$ cat config.mk
export PLATFORM = sky130hd
export DESIGN_NAME = wide_string_to_int32_parser
export DESIGN_NICKNAME = d
export VERILOG_FILES = /design/src/rtl/core/ws2i_pkg.sv /design/src/rtl/core/wide_string_to_int32_parser.sv /design/src/rtl/core/ws2i_char_class.sv
export SDC_FILE = /design/constraint.sdc
export NUM_CORES = 1
export LEC_CHECK = 0
export BUFFER_PORTS_ARGS = -buffer_cell sky130_fd_sc_hd__buf_4
export CAP_MARGIN = 10
export CORE_MARGIN = 2
export CORE_UTILIZATION = 64
export CTS_BUF_LIST = sky130_fd_sc_hd__clkbuf_16
export CTS_CLUSTER_SIZE = 16
export DETAILED_ROUTE_END_ITERATION = 6
export PLACE_DENSITY = 0.88
export SYNTH_ARGS = -nofsm -noshare
export SYNTH_HDL_FRONTEND = slang
export SYNTH_HIERARCHICAL = 1
export SYNTH_SLANG_ARGS = --single-unit
$ cat constraint.sdc
create_clock -name i_clk -period 38 [get_ports i_clk]
set_input_delay 3.8 -clock i_clk [delete_from_list [all_inputs] [get_ports i_clk]]
set_output_delay 3.8 -clock i_clk [all_outputs]
set_load 0.02 [all_outputs]
$ cat src/rtl/core/ws2i_pkg.sv
`default_nettype none

package ws2i_pkg;

    // Position counter width; the reported offset is also clamped to 16 bits.
    localparam int OFFSET_BITS = 16;

    localparam int CH_W      = 16;
    localparam int BASE_W    = 6;
    localparam int ACC_W     = 33;
    localparam int VALUE_W   = 32;
    localparam int END_W     = 16;
    localparam int NUM_ZERO  = 18;
    localparam int NUM_SPACE = 26;

    typedef logic [CH_W-1:0]   t_char;
    typedef logic [BASE_W-1:0] t_base;

    localparam t_base NO_DIGIT   = 6'd63;
    localparam t_base BASE_RESET = 6'd10;
    localparam t_base BASE_AUTO  = 6'd0;
    localparam t_base BASE_OCT   = 6'd8;
    localparam t_base BASE_DEC   = 6'd10;
    localparam t_base BASE_HEX   = 6'd16;
    localparam t_base BASE_MIN   = 6'd2;
    localparam t_base BASE_MAX   = 6'd36;

    localparam t_char CH_PLUS  = 16'h002B;
    localparam t_char CH_MINUS = 16'h002D;
    localparam t_char CH_LX    = 16'h0078;
    localparam t_char CH_UX    = 16'h0058;
    localparam t_char CH_LA    = 16'h0061;
    localparam t_char CH_LZ    = 16'h007A;
    localparam t_char CH_UA    = 16'h0041;
    localparam t_char CH_UZ    = 16'h005A;

    localparam logic [ACC_W-1:0] ACC_CAP = 33'h1_0000_0000;

    // Zero code of each decimal digit block.
    localparam t_char DIGIT_ZERO [NUM_ZERO] = '{
        16'h0030, 16'h0660, 16'h06F0, 16'h0966, 16'h09E6, 16'h0A66,
        16'h0AE6, 16'h0B66, 16'h0C66, 16'h0CE6, 16'h0D66, 16'h0E50,
        16'h0ED0, 16'h0F20, 16'h1040, 16'h17E0, 16'h1810, 16'hFF10
    };

    localparam t_char SPACE_CODE [NUM_SPACE] = '{
        16'h0009, 16'h000A, 16'h000B, 16'h000C, 16'h000D, 16'h0020,
        16'h0085, 16'h00A0, 16'h1680, 16'h180E, 16'h2000, 16'h2001,
        16'h2002, 16'h2003, 16'h2004, 16'h2005, 16'h2006, 16'h2007,
        16'h2008, 16'h2009, 16'h200A, 16'h2028, 16'h2029, 16'h202F,
        16'h205F, 16'h3000
    };

    typedef enum logic [2:0] {
        PH_IDLE,
        PH_SPACE,
        PH_SIGNED,
        PH_ZERO,
        PH_AFTERX,
        PH_DIGITS
    } t_phase;

    typedef struct packed {
        logic  is_space;
        logic  is_plus;
        logic  is_minus;
        logic  is_x;
        t_base digit;
    } t_char_class;

endpackage

`default_nettype wire

$ cat src/rtl/core/wide_string_to_int32_parser.sv
`default_nettype none

// Channel  | Direction | Handshake               | Payload
// ---------+-----------+-------------------------+--------------------------------------
// in       | sink      | i_in_valid / o_in_ready | i_ch, i_start_req
// out      | source    | o_out_valid/i_out_ready | o_value, o_end_offset, o_range_error,
//          |           |                         | o_bad_base
// config   | APB slave | psel/penable/pready     | paddr, pwrite, pwdata, prdata
//
// One character per cycle sustained while the output is not stalled. A character
// is captured in the input register, then decoded and folded into the conversion
// state (one 33x6 multiply-add) when it is processed, and any result lands in the
// output register at the same edge as the state update. Reset clears the state to
// idle and the configured base to 10. A stalled output register holds the
// processing stage, and the input register then fills and drops ready.

module wide_string_to_int32_parser (
    input  wire                       i_clk,
    input  wire                       i_rst_n,

    input  wire                       i_in_valid,
    output logic                      o_in_ready,
    input  ws2i_pkg::t_char           i_ch,
    input  wire                       i_start_req,

    output logic                      o_out_valid,
    input  wire                       i_out_ready,
    output logic signed [31:0]        o_value,
    output logic [15:0]               o_end_offset,
    output logic                      o_range_error,
    output logic                      o_bad_base,

    input  wire                       psel,
    input  wire                       penable,
    input  wire                       pwrite,
    input  wire  [2:0]                paddr,
    input  wire  [31:0]               pwdata,
    output logic [31:0]               prdata,
    output logic                      pready
);
    import ws2i_pkg::*;

    localparam logic REG_NUMBER_BASE = 1'b0;

    // Configuration
    t_base r_cfg_base;

    // Input register
    logic  r_in_valid;
    t_char r_in_ch;
    logic  r_in_start;

    // Conversion state
    t_phase                 r_phase, n_phase;
    logic                   r_neg, n_neg;
    t_base                  r_base, n_base;
    logic [ACC_W-1:0]       r_acc, n_acc;
    logic                   r_ovf, n_ovf;
    logic [OFFSET_BITS-1:0] r_pos, n_pos;

    // Result register
    logic               r_out_valid;
    logic [VALUE_W-1:0] r_value;
    logic [END_W-1:0]   r_end;
    logic               r_rng;
    logic               r_bad;

    t_char_class cls;
    logic        fire;
    logic        res_valid;
    logic [VALUE_W-1:0] res_value;
    logic [END_W-1:0]   res_end;
    logic               res_rng;
    logic               res_bad;

    ws2i_char_class u_class (
        .i_ch    (r_in_ch),
        .o_class (cls)
    );

    // Process the held character whenever the result slot is free or draining.
    assign fire       = r_in_valid && (!r_out_valid || i_out_ready);
    assign o_in_ready = !r_in_valid || fire;

    // APB: zero-wait, only word 0 exists.
    assign pready = 1'b1;
    always_comb begin
        prdata = '0;
        if (paddr[2] == REG_NUMBER_BASE) begin
            prdata = 32'(r_cfg_base);
        end
    end

    always_ff @(posedge i_clk) begin
        if (!i_rst_n) begin
            r_cfg_base <= BASE_RESET;
        end else if (psel && penable && pwrite && pready
                     && paddr[2] == REG_NUMBER_BASE) begin
            r_cfg_base <= pwdata[BASE_W-1:0];
        end
    end

    // Next-state and result logic for one character.
    always_comb begin
        t_phase             cur;
        logic               first_digit;
        logic               do_acc;
        logic               do_adv;
        logic               emit_acc;
        logic               emit_zero;
        logic [ACC_W+BASE_W-1:0] prod;
        logic [ACC_W-1:0]   mag;
        logic [OFFSET_BITS-1:0] off;
        logic [31:0]        off_w;
        logic [ACC_W-1:0]   limit;

        n_phase     = r_phase;
        n_neg       = r_neg;
        n_base      = r_base;
        n_acc       = r_acc;
        n_ovf       = r_ovf;
        n_pos       = r_pos;
        cur         = r_phase;
        first_digit = 1'b0;
        do_acc      = 1'b0;
        do_adv      = 1'b0;
        emit_acc    = 1'b0;
        emit_zero   = 1'b0;
        res_bad     = 1'b0;
        prod        = '0;

        // Start: reload the state, sample the base and flag a base that is out of range.
        if (r_in_start) begin
            n_neg  = 1'b0;
            n_acc  = '0;
            n_ovf  = 1'b0;
            n_pos  = '0;
            n_base = r_cfg_base;
            if (r_cfg_base != BASE_AUTO
                && (r_cfg_base < BASE_MIN || r_cfg_base > BASE_MAX)) begin
                res_bad = 1'b1;
                cur     = PH_IDLE;
                n_phase = PH_IDLE;
            end else begin
                cur     = PH_SPACE;
                n_phase = PH_SPACE;
            end
        end

        case (cur)
            PH_SPACE: begin
                if (cls.is_space) begin
                    do_adv = 1'b1;
                end else if (cls.is_plus || cls.is_minus) begin
                    n_neg   = cls.is_minus;
                    do_adv  = 1'b1;
                    n_phase = PH_SIGNED;
                end else begin
                    first_digit = 1'b1;
                end
            end
            PH_SIGNED: begin
                first_digit = 1'b1;
            end
            PH_ZERO: begin
                if (cls.is_x) begin
                    n_base  = BASE_HEX;
                    do_adv  = 1'b1;
                    n_phase = PH_AFTERX;
                end else begin
                    if (n_base == BASE_AUTO) begin
                        n_base = BASE_OCT;
                    end
                    if (cls.digit < n_base) begin
                        do_acc = 1'b1;
                    end else begin
                        emit_acc = 1'b1;
                    end
                end
            end
            PH_AFTERX: begin
                if (cls.digit < n_base) begin
                    do_acc = 1'b1;
                end else begin
                    emit_zero = 1'b1;
                end
            end
            PH_DIGITS: begin
                if (cls.digit < n_base) begin
                    do_acc = 1'b1;
                end else begin
                    emit_acc = 1'b1;
                end
            end
            default: begin
            end
        endcase

        // First possible digit: a leading zero may open a prefix.
        if (first_digit) begin
            if ((n_base == BASE_AUTO || n_base == BASE_HEX) && cls.digit == '0) begin
                n_acc   = '0;
                do_adv  = 1'b1;
                n_phase = PH_ZERO;
            end else begin
                if (n_base == BASE_AUTO) begin
                    n_base = BASE_DEC;
                end
                if (cls.digit < n_base) begin
                    do_acc = 1'b1;
                end else begin
                    emit_zero = 1'b1;
                end
            end
        end

        // Multiply-add, saturating at the cap.
        if (do_acc) begin
            if (!n_ovf) begin
                prod = {{BASE_W{1'b0}}, n_acc} * {{ACC_W{1'b0}}, n_base}
                     + (ACC_W+BASE_W)'(cls.digit);
                if (prod > (ACC_W+BASE_W)'(ACC_CAP)) begin
                    n_acc = ACC_CAP;
                    n_ovf = 1'b1;
                end else begin
                    n_acc = prod[ACC_W-1:0];
                end
            end
            do_adv  = 1'b1;
            n_phase = PH_DIGITS;
        end

        if (do_adv && n_pos != {OFFSET_BITS{1'b1}}) begin
            n_pos = n_pos + OFFSET_BITS'(1);
        end

        if (emit_acc || emit_zero) begin
            n_phase = PH_IDLE;
        end

        // Clamp the magnitude to the signed range.
        mag   = emit_acc ? n_acc : '0;
        off   = emit_acc ? n_pos : '0;
        limit = n_neg ? ACC_W'(33'h0_8000_0000) : ACC_W'(33'h0_7FFF_FFFF);
        res_rng = mag > limit;
        if (res_rng) begin
            res_value = n_neg ? 32'h8000_0000 : 32'h7FFF_FFFF;
        end else begin
            res_value = n_neg ? (32'd0 - mag[VALUE_W-1:0]) : mag[VALUE_W-1:0];
        end
        off_w   = 32'(off);
        res_end = (off_w > 32'h0000_FFFF) ? 16'hFFFF : off_w[END_W-1:0];

        if (res_bad) begin
            res_value = '0;
            res_end   = '0;
            res_rng   = 1'b0;
        end

        res_valid = emit_acc || emit_zero || res_bad;
    end

    // Input register: hold until processed.
    always_ff @(posedge i_clk) begin
        if (!i_rst_n) begin
            r_in_valid <= 1'b0;
        end else if (i_in_valid && o_in_ready) begin
            r_in_valid <= 1'b1;
        end else if (fire) begin
            r_in_valid <= 1'b0;
        end
    end

    always_ff @(posedge i_clk) begin
        if (i_in_valid && o_in_ready) begin
            r_in_ch    <= i_ch;
            r_in_start <= i_start_req;
        end
    end

    // Conversion state: advance on each processed character.
    always_ff @(posedge i_clk) begin
        if (!i_rst_n) begin
            r_phase <= PH_IDLE;
            r_neg   <= 1'b0;
            r_base  <= '0;
            r_acc   <= '0;
            r_ovf   <= 1'b0;
            r_pos   <= '0;
        end else if (fire) begin
            r_phase <= n_phase;
            r_neg   <= n_neg;
            r_base  <= n_base;
            r_acc   <= n_acc;
            r_ovf   <= n_ovf;
            r_pos   <= n_pos;
        end
    end

    // Result register: load on emit, drop after transfer out.
    always_ff @(posedge i_clk) begin
        if (!i_rst_n) begin
            r_out_valid <= 1'b0;
        end else if (fire) begin
            r_out_valid <= res_valid;
        end else if (i_out_ready) begin
            r_out_valid <= 1'b0;
        end
    end

    always_ff @(posedge i_clk) begin
        if (fire && res_valid) begin
            r_value <= res_value;
            r_end   <= res_end;
            r_rng   <= res_rng;
            r_bad   <= res_bad;
        end
    end

    assign o_out_valid   = r_out_valid;
    assign o_value       = r_value;
    assign o_end_offset  = r_end;
    assign o_range_error = r_rng;
    assign o_bad_base    = r_bad;

endmodule

`default_nettype wire

$ cat src/rtl/core/ws2i_char_class.sv
`default_nettype none

module ws2i_char_class (
    input  ws2i_pkg::t_char       i_ch,
    output ws2i_pkg::t_char_class o_class
);
    import ws2i_pkg::*;

    always_comb begin
        t_char diff;
        o_class.is_space = 1'b0;
        o_class.is_plus  = (i_ch == CH_PLUS);
        o_class.is_minus = (i_ch == CH_MINUS);
        o_class.is_x     = (i_ch == CH_LX) || (i_ch == CH_UX);
        o_class.digit    = NO_DIGIT;
        diff             = '0;

        for (int i = 0; i < NUM_SPACE; i++) begin
            if (i_ch == SPACE_CODE[i]) begin
                o_class.is_space = 1'b1;
            end
        end

        if (i_ch >= CH_LA && i_ch <= CH_LZ) begin
            o_class.digit = BASE_W'(i_ch - CH_LA) + BASE_W'(10);
        end else if (i_ch >= CH_UA && i_ch <= CH_UZ) begin
            o_class.digit = BASE_W'(i_ch - CH_UA) + BASE_W'(10);
        end

        // Walk down so the lowest matching block wins.
        for (int i = NUM_ZERO - 1; i >= 0; i--) begin
            diff = i_ch - DIGIT_ZERO[i];
            if (diff <= t_char'(9)) begin
                o_class.digit = BASE_W'(diff);
            end
        end
    end

endmodule

`default_nettype wire
# [Word-level counts from Yosys, hierarchy flattened]
# Index checks and enable logic that the tools add are counted.
[op_classes] eq_ne=37 multipliers=1 bitwise_logic=2 magnitude_cmp=29 reduce_logical=29 n_mux=120 add_sub_neg=25
[op_table] cell="16-bit by 4-bit <= comparator with 1-bit output, second input constant" count=18
[op_table] cell="16-bit by 14-bit equality test with 1-bit output, second input constant" count=16
[op_table] cell="33-bit 2-to-1 mux" count=7
[op_table] cell="6-bit 2-to-1 mux" count=32
[op_table] cell="16-bit by 12-bit subtractor with 16-bit output, second input constant" count=11
[op_table] cell="32-bit 2-to-1 mux" count=4
[op_table] cell="16-bit by 4-bit equality test with 1-bit output, second input constant" count=5
[op_table] cell="1-bit 2-to-1 mux" count=62
[op_table] cell="16-bit by 6-bit equality test with 1-bit output, second input constant" count=3
[op_table] cell="16-bit by 13-bit subtractor with 16-bit output, second input constant" count=3
[op_table] cell="39-bit by 6-bit adder with 39-bit output" count=1
[op_table] cell="39-bit by 33-bit > comparator with 1-bit output, second input constant" count=1
[op_table] cell="33-bit by 6-bit multiplier with 39-bit output" count=1
[op_table] cell="33-bit by 32-bit > comparator with 1-bit output" count=1
[op_table] cell="16-bit by 13-bit equality test with 1-bit output, second input constant" count=2
[op_table] cell="16-bit by 7-bit equality test with 1-bit output, second input constant" count=2
[op_table] cell="16-bit by 8-bit equality test with 1-bit output, second input constant" count=2
[op_table] cell="16-bit by 7-bit greater-or-equal comparator with 1-bit output, second input constant" count=2
[op_table] cell="16-bit by 7-bit <= comparator with 1-bit output, second input constant" count=2
[op_table] cell="16-bit 2-to-1 mux" count=2
[op_table] cell="1-bit by 32-bit subtractor with 32-bit output, first input constant" count=1
[op_table] cell="16-bit by 11-bit subtractor with 16-bit output, second input constant" count=2
[op_table] cell="3-bit 2-to-1 mux" count=8
[op_table] cell="6-bit logical NOT" count=3
[op_table] cell="other kinds (23)" count=52
[word_totals] inputBits=59 out_inout_bits=85 word_cells=258 ff_bits=135

# [Logic depth before layout (Yosys ltp)]
[depth] ltp_word=42 depth_mapped=55 mapped_depth_nobuf=48

# [Hierarchy]
# Netlist, hierarchy kept.
[modules_own_cells] module="wide_string_to_int32_parser" cells_per_inst=1862 n_inst=1 seq_area_each_um2=3373.2 area_each_um2=16118.0
[modules_own_cells] module="ws2i_char_class" cells_per_inst=519 n_inst=1 seq_area_each_um2=0.0 area_each_um2=3463.3

# [Least setup slack after synthesis]
# OpenSTA, ideal clock, no wires.
[synth_timing] path_type="register to register" from="register r_in_ch[5]" to="register r_value[28], in the netlist o_value[28], data pin" setup_time_ns=0.266 synth_period_minus_slack_ns=12.447 arrival_time_ns=12.181 required_ns=37.734 n_path_buf=7 path_stages_with_launch=52 path_slack_ns=25.553 cell_sequence="edfxtp_1 clkbuf_1 inv_1 ha_1 or3b_1 clkbuf_1 nand3_1 mux2_2 o211ai_1 a21oi_1 a2111oi_4 or3b_1 mux2i_1 nor4_1 nand2_1 a221oi_2 nor2_1 clkbuf_1 [16 not listed] xor2_1 nand3_1 or4_1 o41ai_4 nand3_1 o21ai_0 nand2_1 ha_1 nand2_1 or3_1 or4_1 o22ai_1 o22a_1 clkbuf_1 clkbuf_1 a21oi_1 a21oi_1 nor2_1"
[synth_rtl] item="start, declared" line_no="wide_string_to_int32_parser.sv:50" rtl="t_char r_in_ch;"
[synth_rtl] item="start signal, assigned" line_no="wide_string_to_int32_parser.sv:276" rtl="r_in_ch <= i_ch;"
[synth_rtl] item="end signal, assigned" line_no="wide_string_to_int32_parser.sv:313" rtl="r_value <= res_value;"
[synth_rtl] item="end, declared" line_no="wide_string_to_int32_parser.sv:63" rtl="logic [VALUE_W-1:0] r_value;"

==> flow_summary.json <==
{
  "run_status": "completed",
  "fmax_mhz": 66.5,
  "drc": 0,
  "worstPathRequired_ps": 38250,
  "grt_max_degree": 127,
  "slew_violations": 0,
  "die_h_um": 179,
  "crit_type": "reg2reg",
  "wl_per_cell_um": 20.9,
  "cts.sinks": 135,
  "cellLeakagePower_uw": 0.00944,
  "grt_pass1_wl_um": 92700,
  "synth_xor_area_share_pct": 2.50,
  "synth_top_flop_cell": "dfxtp_1",
  "clockBufferDepth": 2,
  "critical_path.max_stage_delay_ps": 970,
  "htree_levels": 4,
  "drt-pass1-iter-count": 6,
  "initial_core_util_pct": 64.5,
  "antenna_left": 0,
  "synth_compound_area_share_pct": 20.5,
  "ctsResizeCount": 0,
  "final_common_cell": "nand2_1",
  "antenna_cells": 0,
  "rows": 64,
  "vdd_drop_max_mv": 0.0351,
  "rsz0062_at_grt": "false",
  "ys_async_sr_fraction_pct": 0,
  "setup_viol": 0,
  "wl_um": 57400,
  "tns_ps": 0,
  "syn_inst": 2381,
  "hold_buffers": 0,
  "hpwl_um": 41200,
  "drive_above_1_share_pct": 9.53,
  "path_clk_slew_ps": 60,
  "layout_min_cycle_time_ps": 15040,
  "worstSetupStartpointType": "flip-flop",
  "yosysSeqAreaShare_pct": 17.2,
  "ys_top_cells_by_area": "fa_1 (13%), edfxtp_1 (10%), ha_1 (9.8%), dfxtp_1 (7.0%), and3_1 (4.3%)",
  "synthSimpleGateAreaFrac_pct": 27.3,
  "maxCapViolCount": 0,
  "hold_path.class": "reg2reg",
  "ys_warn_count": 6,
  "total_power_uw": 401,
  "cts_tree": "done",
  "grt_pass1_vias": 18200,
  "synth_seq_cells": 135,
  "synth_area_sq_um": 19600,
  "syn_to_final_growth_pct": 5.28,
  "io_buffers": 88,
  "synth_top_family_by_area": "simple AND/OR/NAND/NOR gates",
  "antenna_found_initial": 0,
  "yosys.area.top_type_share_pct": 13.1,
  "avgSynthCellArea_sq_um": 8.22,
  "arrival_ps": 15280,
  "final-hold-violation-count": 0,
  "clockRootBuffer": "clkbuf_16",
  "crit_fanout": 126,
  "dieArea_sq_um": 32000,
  "critPathSlowestCell": "o22a_2",
  "vias": 18800,
  "vias_per_cell": 6.84,
  "ys_types": 114,
  "die_w_um": 179,
  "synthMuxAreaShare_pct": 2.06,
  "gp_congestion": 0.997,
  "cts_buffers": 17,
  "synth_edf_count": 67,
  "cts_setup_buffers": 0,
  "powerDensity_nw_per_um2": 19.5,
  "end_kind": "flip-flop",
  "yosysTopAreaCell": "fa_1",
  "core_sq_um": 30300,
  "num-nets-final": 2678,
  "grt_util_all_layers_pct": 36.2,
  "finClkSkew_ps": 12.8,
  "drt_iter0_drc": 2328,
  "ios": 144,
  "synth_adder_area_share_pct": 22.9,
  "insertion_delay_ps": 450,
  "slew_headroom_pct": 17.4,
  "fin_crit_sh_pct": 39.6,
  "worstMarginPinSlew_ps": 1230,
  "final_cell_mix": "nand2_1 (190), ha_1 (153), a21oi_1 (149)",
  "overflow": 0
}
==> routing by layer <==
metal | GRT usage (%) | vias to the layer above | part of all wire, %
li1 | - | 8525 | -
met1 | 47.7 | 9082 | 41
met2 | 58.7 | 1010 | 47
met3 | 5.83 | 180 | 8.6
met4 | 15.9 | 0 | 3.8
met5 | 0 | - | 0
==> path summary, 6_finish.rpt <==
check	startpoint	end	slack, ps	depth (start not counted)
worst min register to register	r_base[3]$_SDFFE_PN0P_	r_base[3]$_SDFFE_PN0P_	500	2
worst max register to register	r_in_ch[4]$_DFFE_PP_	o_value[19]$_SDFFCE_PP0P_	22960	44
worst min-delay path	r_base[3]$_SDFFE_PN0P_	r_base[3]$_SDFFE_PN0P_	500	2
worst max-delay path	r_in_ch[4]$_DFFE_PP_	o_value[19]$_SDFFCE_PP0P_	22960	44
==> logic make-up after synthesis <==
group,after synthesis
compound gates,578
xor+xnor,56
fa+ha+maj,281
buf+inv,314
flops,135
mux,40
other cells,2
simple gates,975
==> cells in the mapped netlist, types with 8 or more instances <==
library cell	instances
a2111oi_0	13
a211oi_1	18
a21boi_0	13
a21o_1	21
a21oi_1	150
a22oi_1	18
a22oi_2	14
a2bb2oi_1	10
a31oi_1	22
a32oi_1	9
and2_1	79
and3_1	135
buf_2	30
buf_4	41
clkbuf_1	115
dfxtp_1	68
edfxtp_1	67
fa_1	128
ha_1	153
inv_1	104
mux2i_1	38
nand2_1	190
nand2b_1	21
nand3_1	76
nand3b_1	8
nand4_1	49
nand4b_1	9
nor2_1	148
nor2b_1	80
nor2b_2	9
nor3_1	48
nor3b_1	9
nor4_1	21
nor4b_1	8
o211ai_1	32
o21a_1	13
o21ai_0	109
o21ai_1	8
o22ai_1	9
o31ai_1	16
or2_2	12
or3_1	22
or4_1	17
xnor2_1	39
xor2_1	17
==> state kept, by name (all words and copies together) (netlist names) <==
register and cells:
o_value 32, o_end_offset 16, r_ovf 1, o_out_valid 1, o_range_error 1, r_phase 3, r_base 6, o_bad_base 1
r_in_start 1, r_neg 1, r_pos 16, r_in_ch 16, r_in_valid 1, r_acc 33, r_cfg_base 6
==> metrics by stage <==
step           instances  setup slack (ps)  instance area, sq um  util, %  hold slack (ps)
2_1_floorplan       2406             25550                 19700        -              468
3_3_place_gp        2714             23690                 20000     66.0              481
5_1_grt             2747             22110                 20600     67.9              518
6_report            2747             22960                 20600     67.9              501
4_1_cts             2746             23400                 20600     67.9              500
3_5_place_dp        2714             23490                 20000     66.0              488
==> worst max-delay path: cells and delay by family (launching register included) <==
family	cells	cell delay (ps)
adder cells (fa/ha/maj)	7	3370
AO/OA/AOI/OAI	13	5040
flip-flops	1	380
XOR/XNOR	1	340
buffers and inverters	6	1490
AND/OR/NAND/NOR	17	4130
==> layout make-up <==
| cell class | count | area (sq um) |
|---|---|---|
| multi-input cells | 1957 | 14900 |
| fillers | 2480 | 9730 |
| flip-flops and latches | 135 | 3370 |
| repair buffers | 117 | 886 |
| well taps | 396 | 495 |
| clock buffers | 17 | 425 |
| inverters | 110 | 413 |
| clock inverters | 15 | 156 |
==> power by group <==
group          internal [uW]  switching, uW
combinational           22.5           47.8
sequential               156           3.88
clock                   96.7           74.1
total                    276            126
Note: power is estimated with default switching activity, not from simulation.
